$ cat src/sv/ede_pkg.sv
package ede_pkg;

  localparam int MAX_LEN_DEF = 64;
  localparam int DIST_W      = 7;

  typedef enum logic [1:0] {
    REQ_APP1 = 2'd0,
    REQ_APP2 = 2'd1,
    REQ_CMP  = 2'd2,
    REQ_NONE = 2'd3
  } req_t;

  typedef struct packed {
    logic [1:0] req_type;
    logic [7:0] symbol;
  } in_t;

  typedef struct packed {
    logic [DIST_W-1:0] distance;
    logic              truncated;
  } out_t;

  // controller -> datapath
  typedef struct packed {
    logic load;       // append request accepted
    logic start_cmp;  // compute request accepted
    logic calc;       // evaluate one cell
    logic clear;      // result shown, drop both strings
  } ctrl_t;

  // datapath -> controller
  typedef struct packed {
    logic len1_zero;
    logic len2_zero;
    logic j_last;
    logic i_last;
  } stat_t;

endpackage

$ cat src/sv/ede_ram.sv
module ede_ram #(
  parameter int WIDTH = 8,
  parameter int DEPTH = 64,
  parameter int AW    = (DEPTH > 1) ? $clog2(DEPTH) : 1
) (
  input  logic             clk,
  input  logic             wr_en,
  input  logic [AW-1:0]    wr_addr,
  input  logic [WIDTH-1:0] wr_data,
  input  logic [AW-1:0]    rd_addr,
  output logic [WIDTH-1:0] rd_data
);

  logic [WIDTH-1:0] mem_r [DEPTH];
  logic [WIDTH-1:0] rd_data_r;

  always_ff @(posedge clk) begin
    if (wr_en) begin
      mem_r[wr_addr] <= wr_data;
    end
    rd_data_r <= mem_r[rd_addr];
  end

  assign rd_data = rd_data_r;

endmodule

$ cat src/sv/ede_ctrl.sv
module ede_ctrl import ede_pkg::*; (
  input  logic       clk,
  input  logic       rst_n,
  input  logic       start,
  input  logic [1:0] req_type,
  input  stat_t      stat,
  output logic       busy,
  output logic       out_valid,
  output ctrl_t      cmd
);

  typedef enum logic [3:0] {
    S_IDLE = 4'b0001,
    S_RD   = 4'b0010,
    S_CALC = 4'b0100,
    S_DONE = 4'b1000
  } state_t;

  state_t state_r, state_nxt;

  always_comb begin
    state_nxt = state_r;
    cmd       = '0;
    unique case (state_r)
      S_IDLE: begin
        if (start) begin
          unique case (req_type) inside
            REQ_APP1, REQ_APP2: cmd.load = 1'b1;
            REQ_CMP: begin
              cmd.start_cmp = 1'b1;
              state_nxt = (stat.len1_zero || stat.len2_zero) ? S_DONE : S_RD;
            end
            default: ;
          endcase
        end
      end
      S_RD: state_nxt = S_CALC;
      S_CALC: begin
        cmd.calc  = 1'b1;
        state_nxt = (stat.j_last && stat.i_last) ? S_DONE : S_RD;
      end
      S_DONE: begin
        cmd.clear = 1'b1;
        state_nxt = S_IDLE;
      end
      default: state_nxt = S_IDLE;
    endcase
  end

  always_ff @(posedge clk) begin
    if (!rst_n) begin
      state_r <= S_IDLE;
    end else begin
      state_r <= state_nxt;
    end
  end

  assign busy      = (state_r != S_IDLE);
  assign out_valid = (state_r == S_DONE);

  // RAM read issued in S_RD must be consumed in the very next cycle
  a_rd_calc: assert property (@(posedge clk) disable iff (!rst_n)
    state_r == S_RD |=> state_r == S_CALC)
    else $error("read cycle not followed by cell evaluation");

  // result strobe lasts exactly one cycle
  a_one_strobe: assert property (@(posedge clk) disable iff (!rst_n)
    out_valid |=> !out_valid)
    else $error("result strobe held more than one cycle");

  // a result only follows a compute request or the last cell
  a_done_src: assert property (@(posedge clk) disable iff (!rst_n)
    $rose(out_valid) |-> $past(cmd.start_cmp) || $past(cmd.calc))
    else $error("result without compute");

endmodule

$ cat src/sv/ede_datapath.sv
module ede_datapath import ede_pkg::*; #(
  parameter int MAX_LEN = MAX_LEN_DEF
) (
  input  logic  clk,
  input  logic  rst_n,
  input  in_t   in_item,
  input  ctrl_t cmd,
  output stat_t stat,
  output out_t  out_item
);

  localparam int LW = $clog2(MAX_LEN + 1);
  localparam int AW = (MAX_LEN > 1) ? $clog2(MAX_LEN) : 1;
  localparam int CW = LW + 1;

  logic [LW-1:0] len1_r, len2_r;
  logic          ovf_r;
  logic [LW-1:0] i_r, j_r;
  logic [LW-1:0] diag_r, left_r, dist_r;

  logic [LW-1:0] idec, jdec;
  logic [7:0]    sym1, sym2;
  logic [LW-1:0] costq;
  logic [LW-1:0] up;
  logic [CW-1:0] up_p1, left_p1, sub, m1, m2;
  logic [LW-1:0] cost_val;
  logic          full1, full2, app1, app2;
  logic [DIST_W+LW-1:0] dist_ext;

  assign idec  = i_r - LW'(1);
  assign jdec  = j_r - LW'(1);
  assign full1 = (len1_r == LW'(MAX_LEN));
  assign full2 = (len2_r == LW'(MAX_LEN));
  assign app1  = cmd.load && (in_item.req_type == REQ_APP1);
  assign app2  = cmd.load && (in_item.req_type == REQ_APP2);

  ede_ram #(.WIDTH(8), .DEPTH(MAX_LEN)) u_str1 (
    .clk     (clk),
    .wr_en   (app1 && !full1),
    .wr_addr (len1_r[AW-1:0]),
    .wr_data (in_item.symbol),
    .rd_addr (idec[AW-1:0]),
    .rd_data (sym1)
  );

  ede_ram #(.WIDTH(8), .DEPTH(MAX_LEN)) u_str2 (
    .clk     (clk),
    .wr_en   (app2 && !full2),
    .wr_addr (len2_r[AW-1:0]),
    .wr_data (in_item.symbol),
    .rd_addr (jdec[AW-1:0]),
    .rd_data (sym2)
  );

  // working row holds columns 1..n2; column 0 is implied by the row number
  ede_ram #(.WIDTH(LW), .DEPTH(MAX_LEN)) u_cost (
    .clk     (clk),
    .wr_en   (cmd.calc),
    .wr_addr (jdec[AW-1:0]),
    .wr_data (cost_val),
    .rd_addr (jdec[AW-1:0]),
    .rd_data (costq)
  );

  // first row reads the empty-prefix value j instead of the RAM
  assign up       = (i_r == LW'(1)) ? j_r : costq;
  assign up_p1    = {1'b0, up} + CW'(1);
  assign left_p1  = {1'b0, left_r} + CW'(1);
  assign sub      = {1'b0, diag_r} + CW'(sym1 != sym2);
  assign m1       = (up_p1 < left_p1) ? up_p1 : left_p1;
  assign m2       = (m1 < sub) ? m1 : sub;
  assign cost_val = m2[LW-1:0];

  always_ff @(posedge clk) begin
    if (!rst_n) begin
      len1_r <= '0;
      len2_r <= '0;
      ovf_r  <= 1'b0;
    end else if (cmd.clear) begin
      len1_r <= '0;
      len2_r <= '0;
      ovf_r  <= 1'b0;
    end else begin
      if (app1) begin
        if (full1) ovf_r <= 1'b1;
        else       len1_r <= len1_r + LW'(1);
      end
      if (app2) begin
        if (full2) ovf_r <= 1'b1;
        else       len2_r <= len2_r + LW'(1);
      end
    end
  end

  always_ff @(posedge clk) begin
    if (cmd.start_cmp) begin
      i_r    <= LW'(1);
      j_r    <= LW'(1);
      diag_r <= '0;
      left_r <= LW'(1);
      dist_r <= (len1_r == '0) ? len2_r : len1_r;
    end else if (cmd.calc) begin
      dist_r <= cost_val;
      if (j_r == len2_r) begin
        i_r    <= i_r + LW'(1);
        j_r    <= LW'(1);
        diag_r <= i_r;
        left_r <= i_r + LW'(1);
      end else begin
        j_r    <= j_r + LW'(1);
        diag_r <= up;
        left_r <= cost_val;
      end
    end
  end

  assign stat.len1_zero = (len1_r == '0);
  assign stat.len2_zero = (len2_r == '0);
  assign stat.j_last    = (j_r == len2_r);
  assign stat.i_last    = (i_r == len1_r);

  assign dist_ext           = {{DIST_W{1'b0}}, dist_r};
  assign out_item.distance  = dist_ext[DIST_W-1:0];
  assign out_item.truncated = ovf_r;

  a_cell_range: assert property (@(posedge clk) disable iff (!rst_n)
    cmd.calc |-> (j_r != '0) && (j_r <= len2_r) && (i_r != '0) && (i_r <= len1_r))
    else $error("cell index outside loaded strings");

  a_clear: assert property (@(posedge clk) disable iff (!rst_n)
    cmd.clear |=> (len1_r == '0) && (len2_r == '0) && !ovf_r)
    else $error("strings not cleared after result");

  a_len_hold: assert property (@(posedge clk) disable iff (!rst_n)
    cmd.calc |=> $stable(len1_r) && $stable(len2_r))
    else $error("lengths changed during compute");

endmodule

$ cat src/sv/edit_distance_engine_unit.sv
// channel  | ports                         | handshake
// ---------+-------------------------------+--------------------------------
// request  | start, busy, in_item          | taken when start && !busy
// result   | out_valid, out_item           | one-cycle strobe, no back-pressure
//
// Append request: busy stays low.
// Compute request: busy through S_RD and S_CALC for each DP cell (one RAM
// read and one cell evaluation on the shared cost-row RAM), then S_DONE;
// with either string empty, straight to S_DONE. The result strobe is the last busy cycle.
// Reset (rst_n low, synchronous) empties both strings; no clearing pass.
// The receiver cannot stall; results are never held.
module edit_distance_engine_unit import ede_pkg::*; #(
  parameter int MAX_LEN = MAX_LEN_DEF
) (
  input  logic clk,
  input  logic rst_n,
  input  logic start,
  output logic busy,
  input  in_t  in_item,
  output logic out_valid,
  output out_t out_item
);

  ctrl_t cmd;
  stat_t stat;

  ede_ctrl u_ctrl (
    .clk       (clk),
    .rst_n     (rst_n),
    .start     (start),
    .req_type  (in_item.req_type),
    .stat      (stat),
    .busy      (busy),
    .out_valid (out_valid),
    .cmd       (cmd)
  );

  ede_datapath #(.MAX_LEN(MAX_LEN)) u_dp (
    .clk      (clk),
    .rst_n    (rst_n),
    .in_item  (in_item),
    .cmd      (cmd),
    .stat     (stat),
    .out_item (out_item)
  );

endmodule
$ cat config.mk
export PLATFORM = sky130hd
export DESIGN_NAME = edit_distance_engine_unit
export DESIGN_NICKNAME = d
export VERILOG_FILES = /design/src/sv/ede_pkg.sv /design/src/sv/ede_ram.sv /design/src/sv/ede_ctrl.sv /design/src/sv/ede_datapath.sv /design/src/sv/edit_distance_engine_unit.sv
export SDC_FILE = /design/constraint.sdc
export NUM_CORES = 2
export LEC_CHECK = 0
export CORE_UTILIZATION = 60
export CTS_CLUSTER_SIZE = 12
export DETAILED_ROUTE_END_ITERATION = 8
export DONT_BUFFER_PORTS = 1
export PLACE_DENSITY_LB_ADDON = 0.15
export SETUP_SLACK_MARGIN = 0.05
export SLEW_MARGIN = 30
export SYNTH_ARGS = -nofsm -noshare
export SYNTH_HDL_FRONTEND = slang
export SYNTH_HIERARCHICAL = 1
export SYNTH_SLANG_ARGS = --single-unit
export TNS_END_PERCENT = 50
$ cat constraint.sdc
create_clock -name clk -period 17.33 [get_ports clk]
set_clock_uncertainty 0.05 [all_clocks]
set_input_delay 0.8665 -clock clk [delete_from_list [all_inputs] [get_ports clk]]
set_output_delay 0.8665 -clock clk [all_outputs]
set_load 0.1 [all_outputs]
# Word level (Yosys, flattened, before mapping)
# Memory sizes are Yosys's and may differ from the RTL's. A register that Yosys moved wholly into a read port is not among the register bits.
# Cells that the tools add are included.
[op_classes]
n_mux = 30
n_shift = 0
div = 0
eq_ne = 15
magnitude_cmp = 2
bitwise = 3
n_reduce_logical = 18
n_addsub = 9
mul = 0
[op_table]
columns = ["op", "count"]
rows = [
  ["2-to-1 mux 7 bit", 8],
  ["adder 7 x 1 -> 7 bit, second input constant", 4],
  ["adder 7 x 1 -> 8 bit, second input constant", 2],
  ["less-than comparator 8 bit", 2],
  ["2-to-1 mux 4 bit", 4],
  ["equality test 7 bit", 2],
  ["equality test 7 bit, second input constant", 2],
  ["zero test 7 bit", 2],
  ["2-to-1 mux 1 bit", 14],
  ["one-hot mux 4 bit (3 select lines)", 1],
  ["subtractor 6 x 1 -> 6 bit, second input constant", 2],
  ["adder 7 x 1 -> 8 bit", 1],
  ["2-to-1 mux 8 bit", 1],
  ["!= test 8 bit", 1],
  ["AND reduction 2 bit", 4],
  ["equality test 7 x 1 -> 1 bit, second input constant", 1],
  ["logical AND 1 bit", 5],
  ["equality test 4 x 1 -> 1 bit, second input constant", 1],
  ["equality test 4 x 2 -> 1 bit, second input constant", 1],
  ["equality test 4 x 3 -> 1 bit, second input constant", 1],
  ["equality test 4 bit, second input constant", 1],
  ["2-to-1 mux 2 bit", 2],
  ["!= test 4 x 1 -> 1 bit, second input constant", 1],
  ["OR reduction 2 bit", 2],
  ["9 further kinds", 12],
]
[word_totals]
input_bits = 13
ram_bits = 1472
mem_count = 3
regBits = 54
romBits = 0
out_inout_bits = 10
word_cells = 89
latch_bits = 0
[mem_list]
columns = ["memory", "depth", "word_bits", "read_ports", "rd_clocked_by_memory_dff", "write_ports", "line", "rtl"]
rows = [
  ["u_dp.u_str1.mem_r", 64, 8, 1, 1, 1, "ede_ram.sv:14", "logic [WIDTH-1:0] mem_r [DEPTH];"],
  ["u_dp.u_str2.mem_r", 64, 8, 1, 1, 1, "ede_ram.sv:14", ""],
  ["u_dp.u_cost.mem_r", 64, 7, 1, 1, 1, "ede_ram.sv:14", ""],
]

# Longest topological paths before layout
[depth]
word_depth = 9
ltp_mapped = 26
ltp_nobuf = 24

# Modules after synthesis
# Netlist, hierarchy kept.
[modules_own_cells]
columns = ["module", "seq_area_each_um2", "n_inst", "cells_each", "area_each_um2"]
rows = [
  ["ede_ram at u_dp.u_str1 ...", 15534.9, 2, 940, 20166.8],
  ["ede_ram at u_dp.u_cost", 13593.0, 1, 827, 17635.7],
  ["ede_datapath", 1071.0, 1, 507, 4132.7],
  ["ede_ctrl", 80.1, 1, 26, 231.5],
]

# Worst setup path before layout
# No wires, ideal clock.
[synth_timing]
path_kind = "reg2reg"
start = "register u_dp.i_r[1]"
end = "memory u_dp/u_cost/mem_r[0][1] (netlist bit), data pin"
path_slack_ps = 8991
path_buffers = 2
arrival_ps = 7587
path_stages_with_launch = 25
setup_time_ps = 702
t_required_ps = 16578
period_less_slack_ps = 8339
path_cell_list = "dfxtp_1 inv_1 ha_1 nor3b_4 nand2_1 buf_1 o21ai_0 ha_1 and3_1 nand3_1 xor2_1 a21oi_1 ha_1 nand4_1 a211oi_1 nand2b_1 a21boi_0 or2_2 ha_1 a211oi_1 o21ai_0 a221o_1 a41o_1 buf_6 o21ai_0"
[synth_between]
elab_chain_cells = 7
[synth_lines]
columns = ["element", "line", "rtl"]
rows = [
  ["start: declaration", "ede_datapath.sv:18", "logic [LW-1:0] i_r, j_r;"],
  ["start signal: assignment", "ede_datapath.sv:105", "i_r <= i_r + LW'(1);"],
  ["equality test 7 x 1 -> 1 bit (*)", "ede_datapath.sv:66", "assign up = (i_r == LW'(1)) ? j_r : costq;"],
  ["2-to-1 mux 7 bit (*)", "ede_datapath.sv:66", ""],
  ["adder 7 x 1 -> 8 bit (*)", "ede_datapath.sv:67", "assign up_p1 = {1'b0, up} + CW'(1);"],
  ["less-than comparator 8 bit", "ede_datapath.sv:70", "assign m1 = (up_p1 < left_p1) ? up_p1 : left_p1;"],
  ["2-to-1 mux 8 bit (*)", "ede_datapath.sv:70", ""],
  ["less-than comparator 8 bit", "ede_datapath.sv:71", "assign m2 = (m1 < sub) ? m1 : sub;"],
  ["2-to-1 mux 7 bit (*)", "ede_datapath.sv:71", ""],
  ["net u_dp.m2[1]", "ede_datapath.sv:25", "logic [CW-1:0] up_p1, left_p1, sub, m1, m2;"],
  ["end: declaration", "ede_ram.sv:14", ""],
]
# The timed path passes the listed nets; every way through them passes the cells marked *.

# Final worst setup path
[layout_timing]
start = "register u_dp.i_r[0]"
end = "memory u_dp/u_cost/mem_r[40][6] (netlist bit), data pin"
# Same word-level chain as after synthesis.

==> flow_metrics.tcl <==
set metrics [dict create \
    outcome "completed" \
    pre_cts_ws_ps 9594 \
    grt_overflow 0 \
    die-area_sq_um 105200 \
    clk_latency_ps 760 \
    setup_slack_ps 9112 \
    yosysSeqAreaShare_pct 73.50 \
    yosys_warnings 6 \
    p_leak_nw 20.45 \
    clock_path_buffers 3 \
    regArea_sq_um 45810 \
    gp_congestion 0.8639 \
    r2r-start "u_dp/i_r[0]" \
    setup_violations 0 \
    cp_max_fo 64 \
    wl_mm 138.2 \
    cts_inserted_buffers 157 \
    cts_tree "done" \
    grt_pass1_wl_mm 208.5 \
    min_to "u_ctrl/state_r[0]" \
    cts_resized 0 \
    drtAntennaViolNets 0 \
    drtIter0Drc 3786 \
    holdPathStages 1 \
    viasPerCell 6.677 \
    critPathRequiredTime_ps 17480 \
    ctsHoldBuffers 0 \
    yosys_register_bits 1549 \
    powerDensity_nw_per_um2 110.5 \
    cts_setup_buffers 0 \
    start_util_pct 60.92 \
    final_area_sq_um 68110 \
    nNetsFinal 3297 \
    final_cell_mix "edfxtp_1 (1479), mux4_2 (364), nor2_1 (292)" \
    hold_viol_final 0 \
    area_delta_synth_final_pct 9.262 \
    slew-limit-headroom_pct 31.46 \
    synth_nets 3280 \
    fmax_mhz 121.7 \
    grt_pass1_vias 32050 \
    ys_types 83 \
    grt_antenna_before_repair 2 \
    synth_ff_type "edfxtp_1" \
    multiInputGateArea_sq_um 15520 \
    synth_edf_count 1479 \
    synthCells 3240 \
    n_fill_cell 6574 \
    worstMarginPinSlew_ps 1002 \
    setup_tns_ps 0 \
    ioPinCount 23 \
    vdd_drop_max_v 0.00009681 \
    wl_per_cell_um 29.19 \
    r2r_slack_ps 9110 \
    min_period_over_period_pct 47.42 \
    synthArstFlopShare_pct 0 \
    drc 0 \
    grtUsageTotal_pct 26.77 \
    h-tree-depth 4 \
    avgSynthCellArea_sq_um 19.24 \
    n_antenna_cell 0 \
    die_width_um 324.3 \
    finalCriticalPeriod_ps 8218 \
    die_h_um 324.3 \
    hp-start "rst_n" \
    cts_root_buf "clkbuf_16" \
    rsz0062_at_grt "no" \
    rr_worst_depth 23 \
    core_sq_um 102300 \
    drv_cap 0 \
    synth_area_sq_um 62330 \
    worstSetupPathType "register to register" \
    drt_pass1_iterations 5 \
    start_kind "register" \
    placed_area_sq_um 63480 \
    grt_max_degree 129 \
    portBuffers 0 \
    r2r_end "u_dp/u_cost/mem_r[40][6]" \
    drive_gt1_share_pct 20.05 \
    rows 117 \
    cts_num_sinks 1549 \
    layout_commonest_cell "edfxtp_1" \
    cp-end-kind "register" \
    path_clk_slew_ps 60 \
    cp.arrival_ps 8370 \
    hpwlAfterDp_mm 82.33 \
    worstHoldPathType "primary input to register" \
    drv_slew 0 \
    vias 31610 \
]
power breakdown:
part | internal (W) | switching (W) | leakage, nW | total, W
combinational | 0.0000392 | 0.000183 | 4.30 | 0.000222
sequential | 0.00422 | 0.0000124 | 13.9 | 0.00424
clock | 0.00172 | 0.00135 | 2.22 | 0.00307
total | 0.00598 | 0.00154 | 20.5 | 0.00752
cells by family (layout without fill, tap and decap cells):
group                    Yosys count  after routing  synth area share, %
adder cells (fa/ha/maj)           27             27               0.5420
AND/OR/NAND/NOR                  635            635                4.880
multiplexers                     473            473                14.97
buffers and inverters            207            333                1.871
flip-flops                      1549           1549                73.50
XOR/XNOR                          71             71               0.9976
AO/OA/AOI/OAI                    278            278                3.240
worst max-delay path: stages, from the launching register on:
cell      delay (ps)
dfxtp_1          590
ha_1             240
nor3b_4          210
nand2_1          340
o21ai_0          360
ha_1             310
and3_1           230
nand3_1          100
xor2_1           260
a21oi_1          120
ha_1             320
nand4_1          110
a211oi_1         420
nand2b_1         250
nand2_1          220
a21oi_1          620
inv_1            100
ha_1             220
a211oi_1         230
o21ai_0          150
a221o_1          440
a41o_1           450
o31ai_2          470
clkinv_2         820
worst max-delay path by stage:
| stage | from | to | slack [ps] | depth (start not counted) |
|---|---|---|---|---|
| 2_1_floorplan | u_dp/i_r[1] | u_dp/u_cost/mem_r[0][1] | 8990 | 24 |
| 3_3_place_gp | u_dp/i_r[0] | u_dp/u_cost/mem_r[52][6] | 9690 | 23 |
| 3_5_place_dp | u_dp/i_r[0] | u_dp/u_cost/mem_r[55][6] | 9590 | 23 |
| 4_1_cts | u_dp/i_r[0] | u_dp/u_cost/mem_r[42][6] | 9570 | 23 |
| 5_1_grt | u_dp/i_r[0] | u_dp/u_cost/mem_r[56][6] | 8460 | 23 |
| 6_report | u_dp/i_r[0] | u_dp/u_cost/mem_r[40][6] | 9110 | 23 |
routing by layer:
| metal | part of all wire (%) | up-vias | track usage, % |
|---|---|---|---|
| met2 | 48 | 1455 | 41.60 |
| met5 | 0.0094 | - | 0 |
| li1 | - | 13250 | - |
| met1 | 41 | 16660 | 39.39 |
| met4 | 2.5 | 2 | 7.604 |
| met3 | 8.0 | 246 | 5.032 |
synth_stat cells (9+ instances only):
library cell	count	area, sq um
buf_6	17	191.4
ha_1	27	337.8
buf_4	35	262.8
nor3_1	38	190.2
xor2_1	37	324.1
buf_1	9	33.78
o22ai_1	31	193.9
buf_2	43	215.2
a211oi_1	17	127.6
o31ai_1	12	90.09
a21oi_1	44	220.2
clkbuf_1	70	262.8
dfxtp_1	70	1401
o21ai_1	13	65.06
a221oi_1	12	105.1
a22oi_1	16	120.1
mux2_2	35	394.1
o221ai_1	25	219.0
inv_1	27	101.4
nor4_1	13	81.33
xnor2_1	34	297.8
nand4_1	18	112.6
nand2b_1	24	150.1
nor2_1	296	1111
nand3_1	59	295.3
mux4_2	364	8198
nand2_1	82	307.8
mux2i_1	74	740.7
nand3b_1	11	82.58
nor2b_1	33	206.5
and3_1	16	100.1
edfxtp_1	1479	44410
o21ai_0	24	120.1
state kept, by name, summed over array words and instances, names as in the netlist:
| register | count |
|---|---|
| u_dp/u_str1/mem_r | 512 |
| u_dp/u_str2/mem_r | 512 |
| u_dp/u_cost/mem_r | 448 |
| u_dp/u_str1/rd_data | 8 |
| u_dp/u_str2/rd_data | 8 |
| u_dp/diag_r | 7 |
| u_dp/dist_r | 7 |
| u_dp/i_r | 7 |
| u_dp/j_r | 7 |
| u_dp/left_r | 7 |
| u_dp/len1_r | 7 |
| u_dp/len2_r | 7 |
| u_dp/u_cost/rd_data | 7 |
| u_ctrl/state_r | 4 |
| u_dp/ovf_r | 1 |
area by class of cell:
| type | count | share of cell area (%) |
|---|---|---|
| clock buffer | 227 | 6.305 |
| clock inverter | 41 | 0.4427 |
| inverter | 28 | 0.1966 |
| multi-input combinational | 1484 | 22.80 |
| sequential | 1549 | 67.27 |
| tap | 1368 | 2.513 |
| timing repair buffer | 37 | 0.4795 |
metrics by stage:
| stage | total power (W) | hold WS (ps) | utilization [%] | cells |
|---|---|---|---|---|
| 2_1_floorplan | 0.004442 | 388.0 | - | 3240 |
| 3_3_place_gp | 0.004521 | 445.7 | 62.00 | 4464 |
| 3_5_place_dp | 0.004537 | 452.1 | 62.04 | 4465 |
| 4_1_cts | 0.007581 | 99.46 | 66.53 | 4733 |
| 5_1_grt | 0.007741 | 122.2 | 66.56 | 4734 |
| 6_report | 0.007523 | 154.3 | 66.56 | 4734 |
Note: power is estimated with default switching activity, not from simulation.
